**src/rtl/cccv_pkg.sv**
```systemverilog
`default_nettype none

package cccv_pkg;

  localparam int unsigned SampleWidth  = 10;
  localparam int unsigned CountWidth   = 12;
  localparam int unsigned DutyWidth    = 8;
  localparam int unsigned ModeWidth    = 2;
  localparam int unsigned CfgIdxWidth  = 3;
  localparam int unsigned CfgDataWidth = 12;

  // Register indexes of the configuration port.
  typedef enum logic [CfgIdxWidth-1:0] {
    REG_CURRENT_LOW  = 3'd0,
    REG_CURRENT_HIGH = 3'd1,
    REG_VOLTAGE_SP   = 3'd2,
    REG_DWELL_LIMIT  = 3'd3,
    REG_RECOVER_LIM  = 3'd4,
    REG_DUTY_CEILING = 3'd5
  } cfg_reg_e;

  // Charger mode, one-hot inside the block.
  typedef enum logic [2:0] {
    MODE_CC      = 3'b001,
    MODE_CV      = 3'b010,
    MODE_TRICKLE = 3'b100
  } mode_e;

  // Codes of the charge_mode result field.
  localparam logic [ModeWidth-1:0] CODE_CC      = 2'd0;
  localparam logic [ModeWidth-1:0] CODE_CV      = 2'd1;
  localparam logic [ModeWidth-1:0] CODE_TRICKLE = 2'd2;

  // Reset values of the configuration registers.
  localparam logic [SampleWidth-1:0] RST_CURRENT_LOW  = 10'd242;
  localparam logic [SampleWidth-1:0] RST_CURRENT_HIGH = 10'd245;
  localparam logic [SampleWidth-1:0] RST_VOLTAGE_SP   = 10'd220;
  localparam logic [CountWidth-1:0]  RST_DWELL_LIMIT  = 12'd2000;
  localparam logic [CountWidth-1:0]  RST_RECOVER_LIM  = 12'd1000;
  localparam logic [DutyWidth-1:0]   RST_DUTY_CEILING = 8'd255;

  // Fixed thresholds of the control law.
  localparam logic [SampleWidth-1:0] CUR_DIV_ONE      = 10'd320;
  localparam logic [SampleWidth-1:0] CUR_DIV_TWO      = 10'd640;
  localparam logic [SampleWidth-1:0] CUR_DIV_THREE    = 10'd960;
  localparam logic [SampleWidth-1:0] BULK_RESET_LEVEL = 10'd234;
  localparam logic signed [11:0]     COMP_LOW_LEVEL   = 12'sd208;
  localparam logic signed [11:0]     COMP_CLEAR_LEVEL = 12'sd216;
  localparam logic [SampleWidth-1:0] VOLT_HIGH_LEVEL  = 10'd240;
  localparam logic [SampleWidth-1:0] VOLT_LOW_LEVEL   = 10'd170;
  localparam logic [DutyWidth-1:0]   DUTY_LOAD_HIGH   = 8'd160;
  localparam logic [DutyWidth-1:0]   DUTY_LOAD_LOW    = 8'd130;
  localparam logic [SampleWidth-1:0] TAPER_LOW_LEVEL  = 10'd10;
  localparam logic [SampleWidth-1:0] TAPER_HIGH_LEVEL = 10'd30;
  localparam logic [DutyWidth-1:0]   DUTY_STEP_UP     = 8'd3;

  typedef struct packed {
    logic [SampleWidth-1:0] current_low;
    logic [SampleWidth-1:0] current_high;
    logic [SampleWidth-1:0] voltage_sp;
    logic [CountWidth-1:0]  dwell_limit;
    logic [CountWidth-1:0]  recover_limit;
    logic [DutyWidth-1:0]   duty_ceiling;
  } cfg_t;

  typedef struct packed {
    mode_e                 mode;
    logic [DutyWidth-1:0]  duty;
    logic [CountWidth-1:0] bulk_cnt;
    logic                  bulk_reached;
    logic [CountWidth-1:0] over_cnt;
    logic [CountWidth-1:0] low_cnt;
    logic [CountWidth-1:0] taper_cnt;
  } state_t;

  function automatic logic [CountWidth-1:0] sat_inc(input logic [CountWidth-1:0] c);
    return (c == {CountWidth{1'b1}}) ? c : c + 1'b1;
  endfunction

  function automatic logic [ModeWidth-1:0] mode_code(input mode_e m);
    logic [ModeWidth-1:0] code;
    case (m)
      MODE_CV:      code = CODE_CV;
      MODE_TRICKLE: code = CODE_TRICKLE;
      default:      code = CODE_CC;
    endcase
    return code;
  endfunction

endpackage

`default_nettype wire

```
**src/rtl/cccv_cfg_regs.sv**
```systemverilog
`default_nettype none

module cccv_cfg_regs (
  input  wire logic                                clk_i,
  input  wire logic                                rst_ni,
  input  wire logic                                we_i,
  input  wire logic [cccv_pkg::CfgIdxWidth-1:0]    idx_i,
  input  wire logic [cccv_pkg::CfgDataWidth-1:0]   wdata_i,
  output cccv_pkg::cfg_t                           cfg_o
);

  cccv_pkg::cfg_t cfg_q, cfg_d;

  always_comb begin
    cfg_d = cfg_q;
    if (we_i) begin
      case (cccv_pkg::cfg_reg_e'(idx_i))
        cccv_pkg::REG_CURRENT_LOW:  cfg_d.current_low   = wdata_i[9:0];
        cccv_pkg::REG_CURRENT_HIGH: cfg_d.current_high  = wdata_i[9:0];
        cccv_pkg::REG_VOLTAGE_SP:   cfg_d.voltage_sp    = wdata_i[9:0];
        cccv_pkg::REG_DWELL_LIMIT:  cfg_d.dwell_limit   = wdata_i;
        cccv_pkg::REG_RECOVER_LIM:  cfg_d.recover_limit = wdata_i;
        cccv_pkg::REG_DUTY_CEILING: cfg_d.duty_ceiling  = wdata_i[7:0];
        default: ;
      endcase
    end
  end

  always_ff @(posedge clk_i or negedge rst_ni) begin
    if (!rst_ni) begin
      cfg_q.current_low   <= cccv_pkg::RST_CURRENT_LOW;
      cfg_q.current_high  <= cccv_pkg::RST_CURRENT_HIGH;
      cfg_q.voltage_sp    <= cccv_pkg::RST_VOLTAGE_SP;
      cfg_q.dwell_limit   <= cccv_pkg::RST_DWELL_LIMIT;
      cfg_q.recover_limit <= cccv_pkg::RST_RECOVER_LIM;
      cfg_q.duty_ceiling  <= cccv_pkg::RST_DUTY_CEILING;
    end else begin
      cfg_q <= cfg_d;
    end
  end

  assign cfg_o = cfg_q;

endmodule

`default_nettype wire

```
**src/rtl/cccv_step.sv**
```systemverilog
`default_nettype none

module cccv_step (
  input  wire cccv_pkg::cfg_t                      cfg_i,
  input  wire cccv_pkg::state_t                    state_i,
  input  wire logic [cccv_pkg::SampleWidth-1:0]    voltage_i,
  input  wire logic [cccv_pkg::SampleWidth-1:0]    current_i,
  output cccv_pkg::state_t                         state_o
);

  logic [1:0]                        cur_quot;
  logic signed [11:0]                comp;
  logic signed [11:0]                sp_s;
  logic                              comp_gt;
  logic                              comp_lt;
  logic [cccv_pkg::DutyWidth:0]      inc1_sum;
  logic [cccv_pkg::DutyWidth:0]      inc3_sum;
  logic [cccv_pkg::DutyWidth-1:0]    duty_up1;
  logic [cccv_pkg::DutyWidth-1:0]    duty_up3;
  logic [cccv_pkg::DutyWidth-1:0]    duty_dn;
  logic [cccv_pkg::DutyWidth-1:0]    duty_reg;
  logic [cccv_pkg::DutyWidth-1:0]    load_high;
  logic [cccv_pkg::DutyWidth-1:0]    load_low;
  logic                              back_to_cc;

  // The current term of the compensation is a quotient of at most three.
  always_comb begin
    if (current_i >= cccv_pkg::CUR_DIV_THREE) begin
      cur_quot = 2'd3;
    end else if (current_i >= cccv_pkg::CUR_DIV_TWO) begin
      cur_quot = 2'd2;
    end else if (current_i >= cccv_pkg::CUR_DIV_ONE) begin
      cur_quot = 2'd1;
    end else begin
      cur_quot = 2'd0;
    end
  end

  assign comp    = $signed({2'b00, voltage_i}) - $signed({10'd0, cur_quot});
  assign sp_s    = $signed({2'b00, cfg_i.voltage_sp});
  assign comp_gt = comp > sp_s;
  assign comp_lt = comp < sp_s;

  // Saturating duty arithmetic.
  assign inc1_sum  = {1'b0, state_i.duty} + 9'd1;
  assign inc3_sum  = {1'b0, state_i.duty} + {1'b0, cccv_pkg::DUTY_STEP_UP};
  assign duty_up1  = (inc1_sum > {1'b0, cfg_i.duty_ceiling}) ? cfg_i.duty_ceiling
                                                              : inc1_sum[7:0];
  assign duty_up3  = (inc3_sum > {1'b0, cfg_i.duty_ceiling}) ? cfg_i.duty_ceiling
                                                              : inc3_sum[7:0];
  assign duty_dn   = (state_i.duty == '0) ? state_i.duty : state_i.duty - 1'b1;
  assign duty_reg  = comp_gt ? duty_dn : (comp_lt ? duty_up3 : state_i.duty);
  assign load_high = (cccv_pkg::DUTY_LOAD_HIGH > cfg_i.duty_ceiling) ? cfg_i.duty_ceiling
                                                                     : cccv_pkg::DUTY_LOAD_HIGH;
  assign load_low  = (cccv_pkg::DUTY_LOAD_LOW > cfg_i.duty_ceiling) ? cfg_i.duty_ceiling
                                                                    : cccv_pkg::DUTY_LOAD_LOW;

  always_comb begin
    state_o    = state_i;
    back_to_cc = 1'b0;
    case (state_i.mode)
      cccv_pkg::MODE_CC: begin
        if (current_i < cfg_i.current_low) begin
          state_o.duty = duty_up1;
        end else if (current_i > cfg_i.current_high) begin
          state_o.duty = duty_dn;
        end
        if (current_i >= cfg_i.current_low) begin
          state_o.bulk_cnt = cccv_pkg::sat_inc(state_i.bulk_cnt);
          if (state_o.bulk_cnt > cfg_i.dwell_limit) begin
            state_o.bulk_reached = 1'b1;
          end
        end
        if ((current_i < cccv_pkg::BULK_RESET_LEVEL) && (current_i != '0)) begin
          state_o.bulk_cnt = '0;
        end
        if (state_o.bulk_reached) begin
          if (comp_gt) begin
            state_o.over_cnt = cccv_pkg::sat_inc(state_i.over_cnt);
          end
          if (comp_lt) begin
            state_o.over_cnt = '0;
          end
        end
        if (state_o.over_cnt >= cfg_i.dwell_limit) begin
          state_o.mode = cccv_pkg::MODE_CV;
        end
      end
      cccv_pkg::MODE_CV: begin
        state_o.duty = duty_reg;
        if (comp < cccv_pkg::COMP_LOW_LEVEL) begin
          state_o.low_cnt = cccv_pkg::sat_inc(state_i.low_cnt);
          back_to_cc      = state_o.low_cnt >= cfg_i.recover_limit;
        end
        if (comp > cccv_pkg::COMP_CLEAR_LEVEL) begin
          state_o.low_cnt = '0;
        end
        // Extreme raw voltage overrides the regulation step.
        if (voltage_i > cccv_pkg::VOLT_HIGH_LEVEL) begin
          state_o.duty = load_high;
        end
        if (voltage_i < cccv_pkg::VOLT_LOW_LEVEL) begin
          state_o.duty = load_low;
        end
        if (current_i < cccv_pkg::TAPER_LOW_LEVEL) begin
          state_o.taper_cnt = cccv_pkg::sat_inc(state_i.taper_cnt);
        end
        if (current_i > cccv_pkg::TAPER_HIGH_LEVEL) begin
          state_o.taper_cnt = '0;
        end
        // Taper completion wins over a return to constant current.
        if (state_o.taper_cnt >= cfg_i.dwell_limit) begin
          state_o.mode = cccv_pkg::MODE_TRICKLE;
        end else if (back_to_cc) begin
          state_o.mode = cccv_pkg::MODE_CC;
        end
      end
      cccv_pkg::MODE_TRICKLE: begin
        state_o.duty = duty_reg;
      end
      default: ;
    endcase
  end

endmodule

`default_nettype wire

```
**src/rtl/cc_cv_trickle_charge_controller.sv**
```systemverilog
// Battery charge controller with constant current, constant voltage and
// trickle modes. Each transfer on the slave stream is one voltage/current
// sample pair of a control tick; each transfer on the master stream is the
// PWM duty and charge mode after that tick, one result per sample, in order.
// Thresholds, dwell limits and the duty ceiling are set through the plain
// write port (cfg_we_i, cfg_idx_i, cfg_wdata_i); the user must write them
// only while the block is idle, as the block itself does not enforce it.
// Indexes beyond the register list are ignored. A sample lands in an input
// register, and the control law, a single pass of compares and saturating
// counters, updates the state and loads the output register whenever the
// output is free. One sample per cycle is taken in sustained flow while the
// receiver keeps up; the control law works straight from the input register.
// When the receiver stalls, the output register holds its result and the
// input register still takes one more sample; s_axis_tready then drops
// until the output is taken. Reset clears both stream stages, loads the
// register defaults, and starts in constant current with zero duty and
// cleared counters.
`default_nettype none

module cc_cv_trickle_charge_controller (
  input  wire logic        clk_i,
  input  wire logic        rst_ni,
  input  wire logic        s_axis_tvalid,
  output logic             s_axis_tready,
  // Fields from bit 0: voltage_sample [9:0], current_sample [19:10], zero fill.
  input  wire logic [23:0] s_axis_tdata,
  output logic             m_axis_tvalid,
  input  wire logic        m_axis_tready,
  // Fields from bit 0: pwm_duty [7:0], charge_mode [9:8], zero fill.
  output logic [15:0]      m_axis_tdata,
  input  wire logic        cfg_we_i,
  input  wire logic [cccv_pkg::CfgIdxWidth-1:0]  cfg_idx_i,
  input  wire logic [cccv_pkg::CfgDataWidth-1:0] cfg_wdata_i
);

  cccv_pkg::cfg_t   cfg;
  cccv_pkg::state_t state_q, state_d;

  logic                               in_vld_q, in_vld_d;
  logic [cccv_pkg::SampleWidth-1:0]   volt_q;
  logic [cccv_pkg::SampleWidth-1:0]   curr_q;
  logic                               out_vld_q, out_vld_d;
  logic [cccv_pkg::DutyWidth-1:0]     duty_out_q;
  logic [cccv_pkg::ModeWidth-1:0]     mode_out_q;
  logic                               out_free;
  logic                               advance;
  logic                               in_xfer;

  cccv_cfg_regs u_cfg (
    .clk_i   (clk_i),
    .rst_ni  (rst_ni),
    .we_i    (cfg_we_i),
    .idx_i   (cfg_idx_i),
    .wdata_i (cfg_wdata_i),
    .cfg_o   (cfg)
  );

  cccv_step u_step (
    .cfg_i     (cfg),
    .state_i   (state_q),
    .voltage_i (volt_q),
    .current_i (curr_q),
    .state_o   (state_d)
  );

  assign out_free      = !out_vld_q || m_axis_tready;
  assign advance       = in_vld_q && out_free;
  assign s_axis_tready = !in_vld_q || out_free;
  assign in_xfer       = s_axis_tvalid && s_axis_tready;

  always_comb begin
    in_vld_d = in_vld_q;
    if (in_xfer) begin
      in_vld_d = 1'b1;
    end else if (advance) begin
      in_vld_d = 1'b0;
    end
    out_vld_d = out_free ? in_vld_q : out_vld_q;
  end

  always_ff @(posedge clk_i or negedge rst_ni) begin
    if (!rst_ni) begin
      in_vld_q               <= 1'b0;
      out_vld_q              <= 1'b0;
      state_q.mode           <= cccv_pkg::MODE_CC;
      state_q.duty           <= '0;
      state_q.bulk_cnt       <= '0;
      state_q.bulk_reached   <= 1'b0;
      state_q.over_cnt       <= '0;
      state_q.low_cnt        <= '0;
      state_q.taper_cnt      <= '0;
    end else begin
      in_vld_q  <= in_vld_d;
      out_vld_q <= out_vld_d;
      if (advance) begin
        state_q <= state_d;
      end
    end
  end

  always_ff @(posedge clk_i) begin
    if (in_xfer) begin
      volt_q <= s_axis_tdata[9:0];
      curr_q <= s_axis_tdata[19:10];
    end
    if (advance) begin
      duty_out_q <= state_d.duty;
      mode_out_q <= cccv_pkg::mode_code(state_d.mode);
    end
  end

  assign m_axis_tvalid = out_vld_q;
  assign m_axis_tdata  = {6'd0, mode_out_q, duty_out_q};

  // The mode register stays one-hot.
  assert property (@(posedge clk_i) disable iff (!rst_ni) $onehot(state_q.mode))
    else $error("charger mode register is not one-hot");

  // Trickle is final until reset.
  assert property (@(posedge clk_i) disable iff (!rst_ni)
    (state_q.mode == cccv_pkg::MODE_TRICKLE) |=> (state_q.mode == cccv_pkg::MODE_TRICKLE))
    else $error("charger left trickle mode");

  // The bulk flag is sticky.
  assert property (@(posedge clk_i) disable iff (!rst_ni) !$fell(state_q.bulk_reached))
    else $error("bulk flag was cleared");

  // A sample waiting behind a stalled output stays in the input register.
  assert property (@(posedge clk_i) disable iff (!rst_ni)
    (in_vld_q && !out_free) |=> (in_vld_q && $stable(volt_q) && $stable(curr_q)))
    else $error("pending sample lost during output stall");

  // The state changes only when an item moves to the output register.
  assert property (@(posedge clk_i) disable iff (!rst_ni)
    !advance |=> $stable(state_q))
    else $error("controller state changed without a sample");

endmodule

`default_nettype wire
```
**config.mk**
```make
export PLATFORM = sky130hd
export DESIGN_NAME = cc_cv_trickle_charge_controller
export DESIGN_NICKNAME = d
export VERILOG_FILES = /design/src/rtl/cccv_pkg.sv /design/src/rtl/cccv_cfg_regs.sv /design/src/rtl/cccv_step.sv /design/src/rtl/cc_cv_trickle_charge_controller.sv
export SDC_FILE = /design/constraint.sdc
export NUM_CORES = 1
export LEC_CHECK = 0
export ABC_AREA = 1
export BUFFER_PORTS_ARGS = -buffer_cell sky130_fd_sc_hd__buf_4
export CAP_MARGIN = 20
export CELL_PAD_IN_SITES_DETAIL_PLACEMENT = 0
export CELL_PAD_IN_SITES_GLOBAL_PLACEMENT = 1
export CORE_MARGIN = 8
export CORE_UTILIZATION = 46
export CTS_CLUSTER_DIAMETER = 150
export DETAILED_ROUTE_END_ITERATION = 8
export PLACE_DENSITY_LB_ADDON = 0.15
export SYNTH_ARGS = -nofsm -noshare
export SYNTH_HDL_FRONTEND = slang
export SYNTH_SLANG_ARGS = --single-unit
```
**constraint.sdc**
```tcl
create_clock -name clk_i -period 5.68 [get_ports clk_i]
set_input_delay 0 -clock clk_i [delete_from_list [all_inputs] [get_ports clk_i]]
set_output_delay 0 -clock clk_i [all_outputs]
set_load 0.01 [all_outputs]
```
==> impl_metrics.ini <==
[floorplanning]
rows = 58
core_um2 = 24890
die_y_um = 174.1
die_x_um = 174.1
pin_count = 62
fp.dieArea_um2 = 30320
start_util_pct = 46.21

[yosys]
synthFlopType = dfrtp_1
synth_async_sr_flop_share_pct = 80.52
yosys.area.top_type = dfrtp_1
ys_top_cells_by_area = dfrtp_1, nand2_1, ha_1, dfstp_2, edfxtp_1
ys_ff_latch = 154
syn_area_per_cell_um2 = 7.426
synth_cell_type_count = 58
syn_inst = 1549
syn_area_um2 = 11500
synth_top_cell_area_share_pct = 18.93
seq_area_frac_synth_pct = 35.21
synth_edf_count = 30
ys.warnings.count = 0

[min_path]
min_from = cfg_wdata_i[6]
hold-path-endpoint = u_cfg.cfg_o[14]$_DFFE_PN1P_
hp-class = in -> reg
hold_depth = 3

[cts]
clock_latency_ps = 440
cts_tree = done
clockBufferDepth = 2
cts_setup_buffers = 0
postCtsHoldBufs = 27
root_buffer = clkbuf_16
postCtsResizedCells = 0
h-tree-depth = 4
cts.clk_slew.worst_paths_ps = 80
cts.sinks = 154
cts_buffers = 17

[sta]
timing.final.crit_share_pct = 88.52
slew_violations = 0
setup_ws_ps = 652.0
fmax_mhz = 198.9
clock_skew_ps = 11.63
tns_ps = 0
relSlewSlack_pct = 35.97
setup_viol = 0
hold_ws_ps = 7.888
worst_pin_slew_ps = 959.4
period_needed_ps = 5028
rsz0062_at_grt = false
final_hold_viol_count = 0

[critical_path]
path_buf_inv = 3
cp-end-kind = register
cp_slowest_stage_delay_ps = 380
worstSetupPathType = reg -> reg
critPathLaunchType = register
r2r_slack_ps = 650
required_ps = 5880
r2r-end = mode_out_q[1]$_DFFE_PP_
crit_path_frequent_cell = nand2_1
critPathMaxFanout = 16
reg2regPathDepth = 31
reg2reg_from = state_q[38]$_DFFE_PN0P_
cp_slowest_cell = dfrtp_1
crit_family = simple AND/OR/NAND/NOR gates
cp.arrival_ps = 5230

[run_status]
outcome = finished clean

[power]
vdd_ir_drop_max_mv = 0.1791
power.density_nw_per_um2 = 351.4
leakage_nw = 6.564

[route]
routedWlPerCell_um = 15.95
firstDrtPassIters = 5
via_per_inst = 5.183
drt_iter0_drc = 605
routed_wl_um = 31270
ant_nets = 0
vias = 10160
drc = 0

[grt]
globalRouteOverflowTotal = 0
grt_pass1_vias = 9632
antenna_found_initial = 0
grtUsageTotal_pct = 20.94
grt_max_degree = 78
grt_pass1_wl_um = 51190

[cells_and_area]
areaGrowthSynthToFinish_pct = 13.24
num_antenna_cells = 0
final_area_um2 = 13030
drive_above_1_share_pct = 11.72
nets = 1764
fin_cells = 1960

[place]
port_buffers = 51
dp_cells = 1899
place_congestion = 0.9140
pre_cts_ws_ps = 687.2
placed_area_um2 = 12120
dp_hpwl_um = 23320

[job]
maxCapViolCount = 0
==> worst max path at each step <==
| stage | from | end | slack, ps | depth (start not counted) |
|---|---|---|---|---|
| floorplan | curr_q[8]$_DFFE_PP_ | mode_out_q[1]$_DFFE_PP_ | 1170 | 30 |
| global placement | curr_q[7]$_DFFE_PP_ | mode_out_q[1]$_DFFE_PP_ | 680 | 31 |
| detailed placement | curr_q[7]$_DFFE_PP_ | mode_out_q[1]$_DFFE_PP_ | 690 | 31 |
| CTS | curr_q[7]$_DFFE_PP_ | mode_out_q[1]$_DFFE_PP_ | 660 | 31 |
| global route | state_q[38]$_DFFE_PN0P_ | state_q[58]$_DFFE_PN0P_ | 20 | 31 |
| finish | state_q[38]$_DFFE_PN0P_ | mode_out_q[1]$_DFFE_PP_ | 650 | 31 |
==> worst register-to-register path: cells and delay by family, from the launching register on <==
kind / cells / cell delay [ps]
flops: 1 / 380
simple gates: 22 / 2890
buf+inv: 3 / 200
fa+ha+maj: 3 / 740
xor+xnor: 1 / 210
compound gates: 2 / 350
==> synth_stat cells (16+ instances only) <==
cell,instances
nand2_1,398
inv_1,226
o21ai_0,114
nor2_1,105
ha_1,102
nand3_1,101
dfrtp_1,87
a21oi_1,62
xor2_1,38
dfstp_2,37
edfxtp_1,30
nor3_1,30
nand4_1,28
clkbuf_1,16
o211ai_1,16
==> logic make-up (layout without fill, tap and decap cells) <==
family	count (synthesis)	count (layout)	share of synthesized area, %
flip-flops	154	154	35.21
AO/OA/AOI/OAI	256	256	12.73
adder cells (fa/ha/maj)	103	103	11.27
buffers and inverters	279	355	9.855
XOR/XNOR	44	44	3.481
multiplexers	1	1	0.08703
AND/OR/NAND/NOR	711	711	27.34
other	1	6	0.03260
==> sequential cells by signal, indices dropped and copies added, names as in the netlist <==
signal         cells
mode_out_q         2
curr_q            10
in_vld_q           1
volt_q            10
state_q           60
u_cfg.cfg_o       62
m_axis_tvalid      1
duty_out_q         8
==> power by group <==
part           total (W)  leakage [nW]  internal [W]  switching (W)
clock            0.00116         0.294      0.000595       0.000564
sequential       0.00151          1.72       0.00135       0.000165
combinational    0.00191          4.55      0.000679        0.00123
==> layout make-up <==
class | instances | area (um2)
clock buffers | 17 | 425.4
fillers | 2403 | 11870
well taps | 330 | 412.9
flip-flops and latches | 154 | 4050
inverters | 237 | 894.6
multi-input cells | 1121 | 6337
repair buffers | 86 | 733.2
clock inverters | 15 | 171.4
==> layout by cell type (no fill, tap or decap), types with 28 or more instances in the layout <==
cell / instances
nand4_1: 28
ha_1: 102
nor3_1: 30
a21oi_1: 62
dfrtp_1: 87
buf_4: 57
o21ai_0: 114
inv_1: 226
edfxtp_1: 30
xor2_1: 38
nand3_1: 101
nand2_1: 398
nor2_1: 105
dfstp_2: 37
==> stage by stage <==
step	total power (W)	utilization [%]
final	0.004577	52.33
after global routing	0.004946	52.33
after CTS	0.004601	52.19
after detailed placement	0.003406	48.70
after global placement	0.003375	48.70
after floorplan	0.002873	-
==> metal layers <==
metal  wire [um]  vias up  part of all wire (%)  GRT usage [%]
met4         547        0                   1.7          5.379
met3        1263       40                   4.0          3.168
li1            -     5228                     -              -
met5           0        -                     0              0
met2       14550      216                    47          34.41
met1       14910     4675                    48          28.40
No activity file was read; power rests on OpenSTA's default activity.
